==> config.mk <==
export PLATFORM = sky130hd
export DESIGN_NAME = periodic_report_scheduler_top_flat
export DESIGN_NICKNAME = d
export VERILOG_FILES = /design/src/rtl/prs_pkg.sv /design/src/rtl/prs_if.sv /design/src/rtl/periodic_report_scheduler_top.sv /design/src/flat_wrapper.sv
export VERILOG_INCLUDE_DIRS = /design/src /design/src/rtl
export SDC_FILE = /design/constraint.sdc
export NUM_CORES = 2
export LEC_CHECK = 0
export BUFFER_PORTS_ARGS = -buffer_cell sky130_fd_sc_hd__buf_2
export CORE_MARGIN = 2
export CORE_UTILIZATION = 40
export CTS_CLUSTER_DIAMETER = 150
export CTS_CLUSTER_SIZE = 20
export DETAILED_ROUTE_END_ITERATION = 8
export GPL_TIMING_DRIVEN = 0
export HOLD_SLACK_MARGIN = 0.08
export PLACE_DENSITY = 0.66
export SYNTH_ARGS = -nofsm -noshare
export SYNTH_HDL_FRONTEND = slang
export SYNTH_SLANG_ARGS = --single-unit
export TNS_END_PERCENT = 100
==> constraint.sdc <==
create_clock -name clk_i -period 15 [get_ports clk_i]
set_clock_uncertainty 0.05 [all_clocks]
set_input_delay 4.5 -clock clk_i [delete_from_list [all_inputs] [get_ports clk_i]]
set_output_delay 4.5 -clock clk_i [all_outputs]
set_load 0.01 [all_outputs]
==> src/rtl/periodic_report_scheduler_top_assert.svh <==
// Assertion macros for the periodic report scheduler.
// Expect clk_i and rst_ni in the scope of each use.
`ifndef PERIODIC_REPORT_SCHEDULER_TOP_ASSERT_SVH
`define PERIODIC_REPORT_SCHEDULER_TOP_ASSERT_SVH

// Check a property on every rising clock edge outside reset.
`define PRS_ASSERT(lbl, prop, msg) \
  lbl: assert property (@(posedge clk_i) disable iff (!rst_ni) (prop)) else $error(msg);

// Check that a condition leads to another one on the next edge.
`define PRS_ASSERT_NEXT(lbl, cond, nxt, msg) \
  lbl: assert property (@(posedge clk_i) disable iff (!rst_ni) (cond) |=> (nxt)) \
    else $error(msg);

`endif

==> src/rtl/prs_pkg.sv <==
// Package of the periodic report scheduler: codes, defaults and reset tables.
// No dependencies.
`timescale 1ns / 1ps
package prs_pkg;

  localparam int NumSlotsDef      = 8;
  localparam int MaxParamsDef     = 16;
  localparam int PoolDepthDef     = 32;
  localparam int ValuesPerItemDef = 4;

  localparam logic [2:0] OP_ENABLE   = 3'd0;
  localparam logic [2:0] OP_DISABLE  = 3'd1;
  localparam logic [2:0] OP_INTERVAL = 3'd2;
  localparam logic [2:0] OP_TICK     = 3'd3;
  localparam logic [2:0] OP_POOL_WR  = 3'd4;

  localparam logic [1:0] KIND_ACCEPT = 2'd0;
  localparam logic [1:0] KIND_REJECT = 2'd1;
  localparam logic [1:0] KIND_REPORT = 2'd2;

  typedef struct packed {
    logic [1:0]  kind;
    logic [31:0] echo_header;
    logic [7:0]  report_tag;
    logic [63:0] value_a;
    logic [63:0] value_b;
    logic [63:0] value_c;
    logic [63:0] value_d;
    logic [2:0]  values_used;
    logic        report_end;
    logic        last;
  } result_t;

  function automatic logic [7:0] init_tag(int s);
    logic [7:0] r;
    r = 8'd0;
    case (s)
      0: r = 8'd0;
      1: r = 8'd1;
      2: r = 8'd11;
      3: r = 8'd100;
      4: r = 8'd110;
      5: r = 8'd120;
      6: r = 8'd200;
      7: r = 8'd210;
      default: r = 8'd0;
    endcase
    return r;
  endfunction

  function automatic logic [15:0] init_interval(int s);
    logic [15:0] r;
    r = 16'd0;
    if (s == 0) r = 16'd2;
    else if (s == 1) r = 16'd10;
    else if (s < 8) r = 16'd60;
    return r;
  endfunction

  function automatic logic [4:0] init_count(int s);
    logic [4:0] r;
    r = 5'd0;
    case (s)
      0: r = 5'd1;
      2: r = 5'd5;
      1, 3, 4, 5, 6, 7: r = 5'd2;
      default: r = 5'd0;
    endcase
    return r;
  endfunction

  function automatic logic [4:0] init_map(int s, int j);
    logic [4:0] r;
    r = 5'd0;
    case (s)
      0: r = 5'd0;
      1: if (j < 2) r = 5'(4 + j);
      2: if (j < 5) r = 5'(8 + j);
      3, 4, 5, 6, 7: if (j < 2) r = 5'(13 + 2 * (s - 3) + j);
      default: r = 5'd0;
    endcase
    return r;
  endfunction

  function automatic int find_slot(logic [7:0] id, int n);
    int r;
    r = -1;
    for (int s = n - 1; s >= 0; s--) begin
      if (init_tag(s) == id) r = s;
    end
    return r;
  endfunction

endpackage

==> src/rtl/prs_if.sv <==
// Handshake channels of the periodic report scheduler: command in, result out.
// No dependencies.
`timescale 1ns / 1ps
interface prs_in_if;
  logic        valid;
  logic        ready;
  logic [2:0]  op;
  logic [7:0]  report_id;
  logic [15:0] new_interval;
  logic [31:0] command_header;
  logic [4:0]  pool_slot;
  logic [63:0] pool_data;
  modport source (output valid, op, report_id, new_interval, command_header, pool_slot,
                  pool_data, input ready);
  modport sink (input valid, op, report_id, new_interval, command_header, pool_slot,
                pool_data, output ready);
endinterface

interface prs_out_if;
  logic        valid;
  logic        ready;
  logic [1:0]  kind;
  logic [31:0] echo_header;
  logic [7:0]  report_tag;
  logic [63:0] value_a;
  logic [63:0] value_b;
  logic [63:0] value_c;
  logic [63:0] value_d;
  logic [2:0]  values_used;
  logic        report_end;
  logic        last;
  modport source (output valid, kind, echo_header, report_tag, value_a, value_b, value_c,
                  value_d, values_used, report_end, last, input ready);
  modport sink (input valid, kind, echo_header, report_tag, value_a, value_b, value_c,
                value_d, values_used, report_end, last, output ready);
endinterface

==> src/rtl/periodic_report_scheduler_top.sv <==
// Periodic report scheduler top level: slot state, parameter pool, tick sequencer.
// Depends on prs_pkg, prs_if.sv and periodic_report_scheduler_top_assert.svh.
//
//   channel | dir | carries
//   in_i    | in  | command, tick or pool write item
//   out_o   | out | accept/reject answer or report item
//
// Commands and pool writes are handled in the idle state. A tick visits the slots in
// order; for each due slot it reads each pool value in a read and a capture state
// (registered pool port), pushes each report item, and ends with a flush state.
// Reset clears the pool valid bits and restores the slot table at once.
// A full output register stalls the sequencer; input is taken only when idle.
`timescale 1ns / 1ps
module periodic_report_scheduler_top
  import prs_pkg::*;
#(
  parameter int NUM_SLOTS       = NumSlotsDef,
  parameter int MAX_PARAMS      = MaxParamsDef,
  parameter int POOL_DEPTH      = PoolDepthDef,
  parameter int VALUES_PER_ITEM = ValuesPerItemDef
) (
  input  logic clk_i,
  input  logic rst_ni,
  prs_in_if.sink    in_i,
  prs_out_if.source out_o
);

  localparam int SW = (NUM_SLOTS > 1) ? $clog2(NUM_SLOTS) : 1;
  localparam int PW = $clog2(POOL_DEPTH);

  typedef enum logic [2:0] {ST_IDLE, ST_SLOT, ST_RD, ST_CAP, ST_PUSH, ST_FLUSH} state_e;

  state_e             st_q;
  logic               enabled_q  [NUM_SLOTS];
  logic [15:0]        interval_q [NUM_SLOTS];
  logic [15:0]        ticks_q    [NUM_SLOTS];
  logic [POOL_DEPTH-1:0] pool_vld_q;
  logic [63:0]        pool_mem [POOL_DEPTH];
  logic [63:0]        pool_rd_q;
  logic               pool_ok_q;
  logic [SW-1:0]      s_q;
  logic [4:0]         cnt_q, done_q;
  logic [2:0]         v_q, take_q;
  logic [63:0]        vals_q [4];
  result_t            out_q, pend_q;
  logic               out_valid_q, pend_valid_q;

  logic               in_acc, out_free, pool_we, cmd_ok;
  logic [4:0]         rd_idx, ticks_inc_unused;
  logic [PW-1:0]      rd_addr, wr_addr;
  logic [15:0]        tnew;
  logic [4:0]         cnt_clamp, rem;
  logic [2:0]         take_first, take_next;
  logic [4:0]         done_next;
  int                 hit;
  result_t            item;

  assign out_free  = !out_valid_q || out_o.ready;
  assign in_i.ready = (st_q == ST_IDLE) && out_free;
  assign in_acc    = in_i.valid && in_i.ready;
  assign hit       = find_slot(in_i.report_id, NUM_SLOTS);
  assign cmd_ok    = (in_i.op == OP_ENABLE || in_i.op == OP_DISABLE ||
                      in_i.op == OP_INTERVAL) && (hit >= 0);
  assign wr_addr   = PW'(in_i.pool_slot);
  assign pool_we   = in_acc && (in_i.op == OP_POOL_WR) && (32'(in_i.pool_slot) < POOL_DEPTH);

  assign rd_idx  = init_map(int'(s_q), int'(done_q) + int'(v_q));
  assign rd_addr = PW'(rd_idx);
  assign ticks_inc_unused = 5'd0;

  assign tnew      = (ticks_q[s_q] == 16'hFFFF) ? ticks_q[s_q] : ticks_q[s_q] + 16'd1;
  assign cnt_clamp = (32'(init_count(int'(s_q))) > MAX_PARAMS) ? 5'(MAX_PARAMS)
                                                               : init_count(int'(s_q));
  assign take_first = (32'(cnt_clamp) > VALUES_PER_ITEM) ? 3'(VALUES_PER_ITEM)
                                                         : 3'(cnt_clamp);
  assign done_next = done_q + 5'(take_q);
  assign rem       = cnt_q - done_next;
  assign take_next = (32'(rem) > VALUES_PER_ITEM) ? 3'(VALUES_PER_ITEM) : 3'(rem);

  always_comb begin
    item             = '0;
    item.kind        = KIND_REPORT;
    item.report_tag  = init_tag(int'(s_q));
    item.value_a     = vals_q[0];
    item.value_b     = vals_q[1];
    item.value_c     = vals_q[2];
    item.value_d     = vals_q[3];
    item.values_used = take_q;
    item.report_end  = (done_next >= cnt_q);
  end

  always_ff @(posedge clk_i) begin
    if (pool_we) begin
      pool_mem[wr_addr] <= in_i.pool_data;
    end
    pool_rd_q <= pool_mem[rd_addr];
    pool_ok_q <= (32'(rd_idx) < POOL_DEPTH) && pool_vld_q[rd_addr];
  end

  always_ff @(posedge clk_i or negedge rst_ni) begin
    if (!rst_ni) begin
      st_q         <= ST_IDLE;
      out_valid_q  <= 1'b0;
      pend_valid_q <= 1'b0;
      out_q        <= '0;
      pend_q       <= '0;
      pool_vld_q   <= '0;
      s_q          <= '0;
      cnt_q        <= '0;
      done_q       <= '0;
      v_q          <= '0;
      take_q       <= '0;
      for (int k = 0; k < 4; k++) vals_q[k] <= '0;
      for (int s = 0; s < NUM_SLOTS; s++) begin
        enabled_q[s]  <= (s < 2);
        interval_q[s] <= init_interval(s);
        ticks_q[s]    <= '0;
      end
    end else begin
      if (out_o.ready) out_valid_q <= 1'b0;
      unique case (st_q)
        ST_IDLE: begin
          if (in_acc) begin
            if (in_i.op == OP_TICK) begin
              s_q  <= '0;
              st_q <= ST_SLOT;
            end else if (in_i.op == OP_POOL_WR) begin
              if (pool_we) pool_vld_q[wr_addr] <= 1'b1;
            end else begin
              out_valid_q <= 1'b1;
              out_q       <= '{kind: (cmd_ok ? KIND_ACCEPT : KIND_REJECT),
                               echo_header: in_i.command_header,
                               last: 1'b1,
                               default: '0};
              if (cmd_ok) begin
                if (in_i.op == OP_INTERVAL) begin
                  interval_q[SW'(hit)] <= in_i.new_interval;
                end else begin
                  enabled_q[SW'(hit)] <= (in_i.op == OP_ENABLE);
                  ticks_q[SW'(hit)]   <= '0;
                end
              end
            end
          end
        end
        ST_SLOT: begin
          if (enabled_q[s_q]) begin
            ticks_q[s_q] <= tnew;
          end
          if (enabled_q[s_q] && tnew >= interval_q[s_q]) begin
            cnt_q  <= cnt_clamp;
            done_q <= '0;
            v_q    <= '0;
            take_q <= take_first;
            for (int k = 0; k < 4; k++) vals_q[k] <= '0;
            st_q   <= (take_first == 3'd0) ? ST_PUSH : ST_RD;
          end else if (32'(s_q) == NUM_SLOTS - 1) begin
            st_q <= ST_FLUSH;
          end else begin
            s_q <= s_q + SW'(1);
          end
        end
        ST_RD: begin
          st_q <= ST_CAP;
        end
        ST_CAP: begin
          vals_q[v_q[1:0]] <= pool_ok_q ? pool_rd_q : 64'd0;
          v_q  <= v_q + 3'd1;
          st_q <= (v_q + 3'd1 == take_q) ? ST_PUSH : ST_RD;
        end
        ST_PUSH: begin
          if (!pend_valid_q || out_free) begin
            if (pend_valid_q) begin
              out_q       <= pend_q;
              out_valid_q <= 1'b1;
            end
            pend_q       <= item;
            pend_valid_q <= 1'b1;
            done_q       <= done_next;
            if (done_next >= cnt_q) begin
              ticks_q[s_q] <= '0;
              if (32'(s_q) == NUM_SLOTS - 1) begin
                st_q <= ST_FLUSH;
              end else begin
                s_q  <= s_q + SW'(1);
                st_q <= ST_SLOT;
              end
            end else begin
              v_q    <= '0;
              take_q <= take_next;
              for (int k = 0; k < 4; k++) vals_q[k] <= '0;
              st_q   <= ST_RD;
            end
          end
        end
        ST_FLUSH: begin
          if (!pend_valid_q) begin
            st_q <= ST_IDLE;
          end else if (out_free) begin
            out_q        <= result_t'({pend_q[$bits(result_t)-1:1], 1'b1});
            out_valid_q  <= 1'b1;
            pend_valid_q <= 1'b0;
            st_q         <= ST_IDLE;
          end
        end
        default: st_q <= ST_IDLE;
      endcase
    end
  end

  assign out_o.valid       = out_valid_q;
  assign out_o.kind        = out_q.kind;
  assign out_o.echo_header = out_q.echo_header;
  assign out_o.report_tag  = out_q.report_tag;
  assign out_o.value_a     = out_q.value_a;
  assign out_o.value_b     = out_q.value_b;
  assign out_o.value_c     = out_q.value_c;
  assign out_o.value_d     = out_q.value_d;
  assign out_o.values_used = out_q.values_used;
  assign out_o.report_end  = out_q.report_end;
  assign out_o.last        = out_q.last | (|ticks_inc_unused);

`include "periodic_report_scheduler_top_assert.svh"

  `PRS_ASSERT(a_ready_idle, !in_i.ready || st_q == ST_IDLE, "input ready outside idle")
  `PRS_ASSERT(a_idle_no_pend, st_q != ST_IDLE || !pend_valid_q, "item left pending in idle")
  `PRS_ASSERT(a_done_range, done_q <= cnt_q && 32'(cnt_q) <= MAX_PARAMS, "value count overrun")
  `PRS_ASSERT_NEXT(a_tick_starts, in_acc && in_i.op == OP_TICK, st_q == ST_SLOT && s_q == '0,
                   "tick did not start at first slot")

endmodule

==> src/flat_wrapper.sv <==
// flat-port wrapper written by rule: the top's interface ports become plain ports
module periodic_report_scheduler_top_flat import prs_pkg::*;
#(
  parameter int NUM_SLOTS       = NumSlotsDef,
  parameter int MAX_PARAMS      = MaxParamsDef,
  parameter int POOL_DEPTH      = PoolDepthDef,
  parameter int VALUES_PER_ITEM = ValuesPerItemDef
)
  (clk_i, rst_ni, in_i_valid, in_i_op, in_i_report_id, in_i_new_interval, in_i_command_header, in_i_pool_slot, in_i_pool_data, in_i_ready, out_o_valid, out_o_kind, out_o_echo_header, out_o_report_tag, out_o_value_a, out_o_value_b, out_o_value_c, out_o_value_d, out_o_values_used, out_o_report_end, out_o_last, out_o_ready);
  prs_in_if in_i_i ();
  prs_out_if out_o_i ();
  input  logic clk_i;
  input  logic rst_ni;
  input wire logic [$bits(in_i_i.valid)-1:0] in_i_valid;
  input wire logic [$bits(in_i_i.op)-1:0] in_i_op;
  input wire logic [$bits(in_i_i.report_id)-1:0] in_i_report_id;
  input wire logic [$bits(in_i_i.new_interval)-1:0] in_i_new_interval;
  input wire logic [$bits(in_i_i.command_header)-1:0] in_i_command_header;
  input wire logic [$bits(in_i_i.pool_slot)-1:0] in_i_pool_slot;
  input wire logic [$bits(in_i_i.pool_data)-1:0] in_i_pool_data;
  output wire logic [$bits(in_i_i.ready)-1:0] in_i_ready;
  output wire logic [$bits(out_o_i.valid)-1:0] out_o_valid;
  output wire logic [$bits(out_o_i.kind)-1:0] out_o_kind;
  output wire logic [$bits(out_o_i.echo_header)-1:0] out_o_echo_header;
  output wire logic [$bits(out_o_i.report_tag)-1:0] out_o_report_tag;
  output wire logic [$bits(out_o_i.value_a)-1:0] out_o_value_a;
  output wire logic [$bits(out_o_i.value_b)-1:0] out_o_value_b;
  output wire logic [$bits(out_o_i.value_c)-1:0] out_o_value_c;
  output wire logic [$bits(out_o_i.value_d)-1:0] out_o_value_d;
  output wire logic [$bits(out_o_i.values_used)-1:0] out_o_values_used;
  output wire logic [$bits(out_o_i.report_end)-1:0] out_o_report_end;
  output wire logic [$bits(out_o_i.last)-1:0] out_o_last;
  input wire logic [$bits(out_o_i.ready)-1:0] out_o_ready;
  assign in_i_i.valid = in_i_valid;
  assign in_i_i.op = in_i_op;
  assign in_i_i.report_id = in_i_report_id;
  assign in_i_i.new_interval = in_i_new_interval;
  assign in_i_i.command_header = in_i_command_header;
  assign in_i_i.pool_slot = in_i_pool_slot;
  assign in_i_i.pool_data = in_i_pool_data;
  assign in_i_ready = in_i_i.ready;
  assign out_o_valid = out_o_i.valid;
  assign out_o_kind = out_o_i.kind;
  assign out_o_echo_header = out_o_i.echo_header;
  assign out_o_report_tag = out_o_i.report_tag;
  assign out_o_value_a = out_o_i.value_a;
  assign out_o_value_b = out_o_i.value_b;
  assign out_o_value_c = out_o_i.value_c;
  assign out_o_value_d = out_o_i.value_d;
  assign out_o_values_used = out_o_i.values_used;
  assign out_o_report_end = out_o_i.report_end;
  assign out_o_last = out_o_i.last;
  assign out_o_i.ready = out_o_ready;
  periodic_report_scheduler_top #(.NUM_SLOTS(NUM_SLOTS), .MAX_PARAMS(MAX_PARAMS), .POOL_DEPTH(POOL_DEPTH), .VALUES_PER_ITEM(VALUES_PER_ITEM)) u_core (.clk_i(clk_i), .rst_ni(rst_ni), .in_i(in_i_i), .out_o(out_o_i));
endmodule
Yosys cells after proc, flatten, opt, wreduce, memory -nomap -nowiden
Memories as Yosys holds them, arrays and structs flattened. A register that Yosys moved wholly into a read port is not among the register bits.
Index checks and enable logic that the tools add are counted.
Operators by class
  mux-type cells: 109
  reduce and logical (&&, ||, !) cells: 40
  bitwise operators: 11
  equal/unequal tests: 42
  order comparisons: 17
  $add $sub $neg: 11
Operators with widths (number)
  two-way mux 303 bit: 7
  two-way mux 128 bit: 8
  one-hot mux 303 bit (3 select lines): 1
  two-way mux 256 bit: 3
  one-hot mux 256 bit (3 select lines): 1
  one-hot mux 128 bit (3 select lines): 1
  bitwise AND 128 bit: 2
  bitwise mux 128 bit: 2
  bitwise mux 256 bit: 1
  two-way mux 32 bit: 8
  NOT 128 bit: 2
  demux 64 bit (select 2 bit): 1
  two-way mux 64 bit: 2
  two-way mux 16 bit: 7
  binary-select mux 16 bit (select 3 bit): 2
  demux 16 bit (select 3 bit): 2
  two-way mux 3 bit: 25
  >= comparator 32 x 1 -> 1 bit, second input constant: 1
  bitwise OR 32 bit: 1
  two-way mux 5 bit: 6
  equality test 7 x 8 -> 1 bit, first input constant: 3
  equality test 3 bit, second input constant: 7
  one-hot mux 5 bit (4 select lines): 1
  two-way mux 1 bit: 19
  other kinds (63): 117
Word-level totals
  output and inout bits: 305
  bits of input ports: 132
  RAM bits: 2048
  bits in read-only memories: 112
  logic and storage cells: 289
  flip-flop bits (word level): 1141
  memories kept: 4
Memories
  u_core.pool_mem: words 32, bits a word 64, read ports 1, clocked after memory_dff 1, wr ports 1, RTL line periodic_report_scheduler_top.sv:38  | logic [63:0] pool_mem [POOL_DEPTH];
  (name not given): words 8, bits a word 8, read ports 1, clocked after memory_dff 1, wr ports 0, RTL line prs_pkg.sv:37  | case (s)
  (name not given): words 8, bits a word 3, read ports 1, clocked after memory_dff 0, wr ports 0, RTL line prs_pkg.sv:63  | case (s)
  (name not given): words 8, bits a word 3, read ports 1, clocked after memory_dff 0, wr ports 0, RTL line prs_pkg.sv:63

Logic depth before layout (Yosys ltp)
  word-level depth: 22
  gate-level depth with buffers: 27
  mapped depth without buffers: 20

Least setup slack after synthesis
Ideal clock, no wire load.
  path kind: input to output
  from: in out_o_ready
  to: out in_i_ready
  cell stages on the path: 2
  data arrival time: 4823 ps
  path buffers: 0
  setup slack: 5627 ps
  required time: 10450 ps
  path through: nor2b_1 -> nor2b_1
Between the ends
  word-level cells in the longest chain between the ends: 2
RTL lines
  start: declaration: RTL line flat_wrapper.sv:33  | input wire logic [$bits(out_o_i.ready)-1:0] out_o_ready;
  logical OR 1 bit: RTL line periodic_report_scheduler_top.sv:58  | assign out_free = !out_valid_q || out_o.ready;
  logical AND 1 bit: RTL line periodic_report_scheduler_top.sv:59  | assign in_i.ready = (st_q == ST_IDLE) && out_free;
  end: declaration: RTL line flat_wrapper.sv:21  | output wire logic [$bits(in_i_i.ready)-1:0] in_i_ready;
No other way between the ends.

Worst setup path after layout
Ends and elaborated chain as after synthesis.

==> flow_metrics.tcl <==
set metrics [dict create \
    status "finished with violations" \
    violations "capacitance limit, slew limit" \
    min_from "u_core.interval_q[50]$_DFFE_PN1P_" \
    crit_arrival_ns 5.39 \
    synthArstFlopShare_pct 35.2 \
    n_fill_cell 28100 \
    synth_edf_count 2048 \
    die_w_um 567 \
    port_buffers 436 \
    netlist_area_um2 127000 \
    clk_pin_slew_ns 0.08 \
    ios 437 \
    row_count 206 \
    ys_types 88 \
    finalCritPeriodShare_pct 66.2 \
    path_class "in2out" \
    first_global_vias 84200 \
    power_density_nw_per_um2 223 \
    maxCapViolations 7 \
    tns_ns 0 \
    finish.net_count 10900 \
    syn_area_per_cell_um2 12.8 \
    critPathMaxStageDelay_ns 0.45 \
    dp_hpwl_um 329000 \
    cp-end-kind "output pin" \
    drc 0 \
    place_congestion 0.969 \
    setup_viol 0 \
    synth_warnings 0 \
    rsz0062_at_grt "false" \
    r2r-start "u_core.s_q[0]$_DFFE_PN0P_" \
    cts_sinks 3259 \
    startpoint_type "input port" \
    grtUsageTotal_pct 27.7 \
    wire_per_inst_um 30.6 \
    htreeDepth 4 \
    via_count 89900 \
    synth_seq_cells 3259 \
    area_delta_synth_final_pct 12.4 \
    synthFlopType "edfxtp_1" \
    slew_violations 65 \
    path_cells "buf_2 -> nor2b_1 -> nor2b_1 -> buf_2" \
    hold_ws_ns 0.397 \
    worst_ep_required_time_ns 10.45 \
    finalWorstPathRequiredPeriod_ns 9.94 \
    die_area_um2 321000 \
    grt-ovfl-total 0 \
    worstSkewPairLatency_ns 0.96 \
    initial_core_util_pct 40.2 \
    leakagePower_nw 57.4 \
    cts_tree "done" \
    holdBufCountCts 0 \
    synthCells 9927 \
    grt_max_degree 181 \
    max_freq_ghz 0.101 \
    post_cts_resize_count 0 \
    antenna_found_initial 103 \
    final_antenna_net_count 0 \
    dr.pass1.iters 9 \
    drive_above_1_share_pct 11.9 \
    tightest_slew_ns 1.62 \
    die_y_um 567 \
    syn_nets 10100 \
    core_area_um2 315000 \
    ir_drop_mv 0.219 \
    routed_via_density 6.00 \
    drtIter0Drc 15600 \
    critPathSlowestCell "nor2b_1" \
    cp_max_fo 6 \
    ys_seq_area_share_pct 72.3 \
    root_buffer "clkbuf_16" \
    critPathLaunch "out_o_ready" \
    cts_max_path_buffers 4 \
    postCtsSetupRepairBufs 0 \
    min_path_type "reg2reg" \
    grt_first_pass_wirelength_um 635000 \
    numCtsBuffers 185 \
    relSlewSlack_pct -8.02 \
    hold_viol 0 \
    drt_wl_total_um 458000 \
]
==> per-stage QoR <==
step / setup slack, ns / utilization [%] / area (um^2) / instances / power [mW]
after floorplan: 5.63 / - / 127000 / 9927 / 17.6
after global placement: -14.40 / 42.5 / 134000 / 14500 / 24.9
after detailed placement: 5.09 / 43.5 / 137000 / 14700 / 25.5
after CTS: 5.08 / 45.1 / 142000 / 14900 / 30.6
after global routing: 5.05 / 45.2 / 142000 / 15000 / 32.2
final: 5.06 / 45.2 / 142000 / 15000 / 31.7
==> sequential cells by signal (all words and copies together) (netlist names), 5 cells and up <==
| register | cells |
|---|---|
| u_core.pool_mem | 2048 |
| u_core.pend_q | 269 |
| u_core.item | 256 |
| u_core.interval_q | 128 |
| u_core.ticks_q | 128 |
| u_core.out_o.value_a | 64 |
| u_core.out_o.value_b | 64 |
| u_core.out_o.value_c | 64 |
| u_core.out_o.value_d | 64 |
| u_core.pool_rd_q | 64 |
| u_core.out_o.echo_header | 32 |
| u_core.pool_vld_q | 32 |
| u_core.enabled_q | 8 |
| u_core.out_o.report_tag | 8 |
| u_core.done_q | 5 |
==> layout make-up <==
cell class	instances	area, um^2	area share (%)
repair buffers	580	4840	3.40
inverters	37	139	0.0976
diodes	38	95.1	0.0668
multi-input cells	5948	32600	22.9
plain buffers	683	2840	2.00
flip-flops and latches	3259	91500	64.3
clock buffers	268	4980	3.50
well taps	4160	5200	3.66
clock inverters	8	121	0.0853
==> worst max-delay path, delay by kind of cell <==
family / cells / cell delay [ns]
buf+inv: 2 / 0.29
simple gates: 2 / 0.59
==> cell usage after synthesis (all sizes together), types with 8 or more instances <==
library cell  number  area share [%]
a211o             14           0.097
a211oi            23            0.15
a21o              11           0.065
a21oi            271             1.1
a221o             33            0.26
a221oi            34            0.24
a22o             291             2.0
a22oi             29            0.18
a31oi            177            0.87
a32oi             31            0.21
and2              11           0.056
and3             123            0.61
buf              246            0.95
clkbuf           437             1.3
dfrtp           1117              22
dfstp             29            0.60
dfxtp             65             1.0
edfxtp          2048              49
ha                46            0.45
inv               36            0.11
mux2              87            0.77
mux2i            221             1.8
mux4              68             1.2
nand2           2987             8.9
nand2b            23            0.11
nand3            642             2.5
nand4             27            0.13
nor2             165            0.49
nor2b             25            0.12
nor3              25           0.099
nor4              85            0.42
o211ai             8           0.047
o21ai            211            0.83
o221ai             9           0.062
o22ai             99            0.49
or2               47            0.23
or3               10           0.049
or4               13           0.077
xnor2             17            0.13
==> report_power, final <==
part / leakage, nW / total [mW] / internal [mW] / switching [mW]
Combinational: 20.4 / 16.1 / 3.92 / 12.2
Sequential: 34.5 / 10.4 / 9.96 / 0.420
Clock: 2.45 / 5.25 / 2.32 / 2.93
Total: 57.4 / 31.7 / 16.2 / 15.5
==> placed cells by master, fill, tap and decap left out, types with 68 or more instances in the layout <==
cell type	synthesis	layout
a22o_1	291	291
o22ai_1	98	98
o21ai_0	200	200
a31oi_1	177	177
clkbuf_16	0	187
edfxtp_1	2048	2048
nand3_1	641	641
clkbuf_1	437	517
mux2i_1	220	220
buf_12	0	85
buf_2	176	612
and3_1	123	123
nand2_1	2987	2987
mux4_2	68	68
dfrtp_1	1117	1117
a21oi_1	269	269
nor2_1	163	129
mux2_2	87	87
==> kinds of logic after synthesis <==
group | after synthesis | synth area share [%]
mux | 376 | 3.73
simple gates | 4214 | 14.0
buf+inv | 720 | 2.35
fa+ha+maj | 50 | 0.518
compound gates | 1286 | 6.92
flops | 3259 | 72.3
xor+xnor | 22 | 0.185
==> final timing paths <==
check / endpoint / slack [ns] / cells past startpoint
setup / recovery: in_i_ready / 5.06 / 4
hold / removal: u_core.interval_q[50]$_DFFE_PN1P_ / 0.40 / 1
setup reg to reg: u_core.pool_rd_q[7]$_DFF_P_ / 5.11 / 21
hold reg to reg: u_core.interval_q[50]$_DFFE_PN1P_ / 0.40 / 1
max in group asynchronous: u_core.item[230]$_DFFE_PN0P_ / 9.06 / 4
min in group asynchronous: u_core.out_o.echo_header[9]$_DFFE_PN0P_ / 3.38 / 1
==> per-layer routing <==
layer | part of all wire [%] | GRT usage (%) | wire length [um]
met1 | 37 | 35.9 | 169000
met2 | 43 | 41.2 | 196000
met3 | 14 | 9.51 | 63700
met4 | 6.3 | 14.1 | 28700
met5 | 0.083 | 0 | 380
Power figures use the tool's default switching activity.
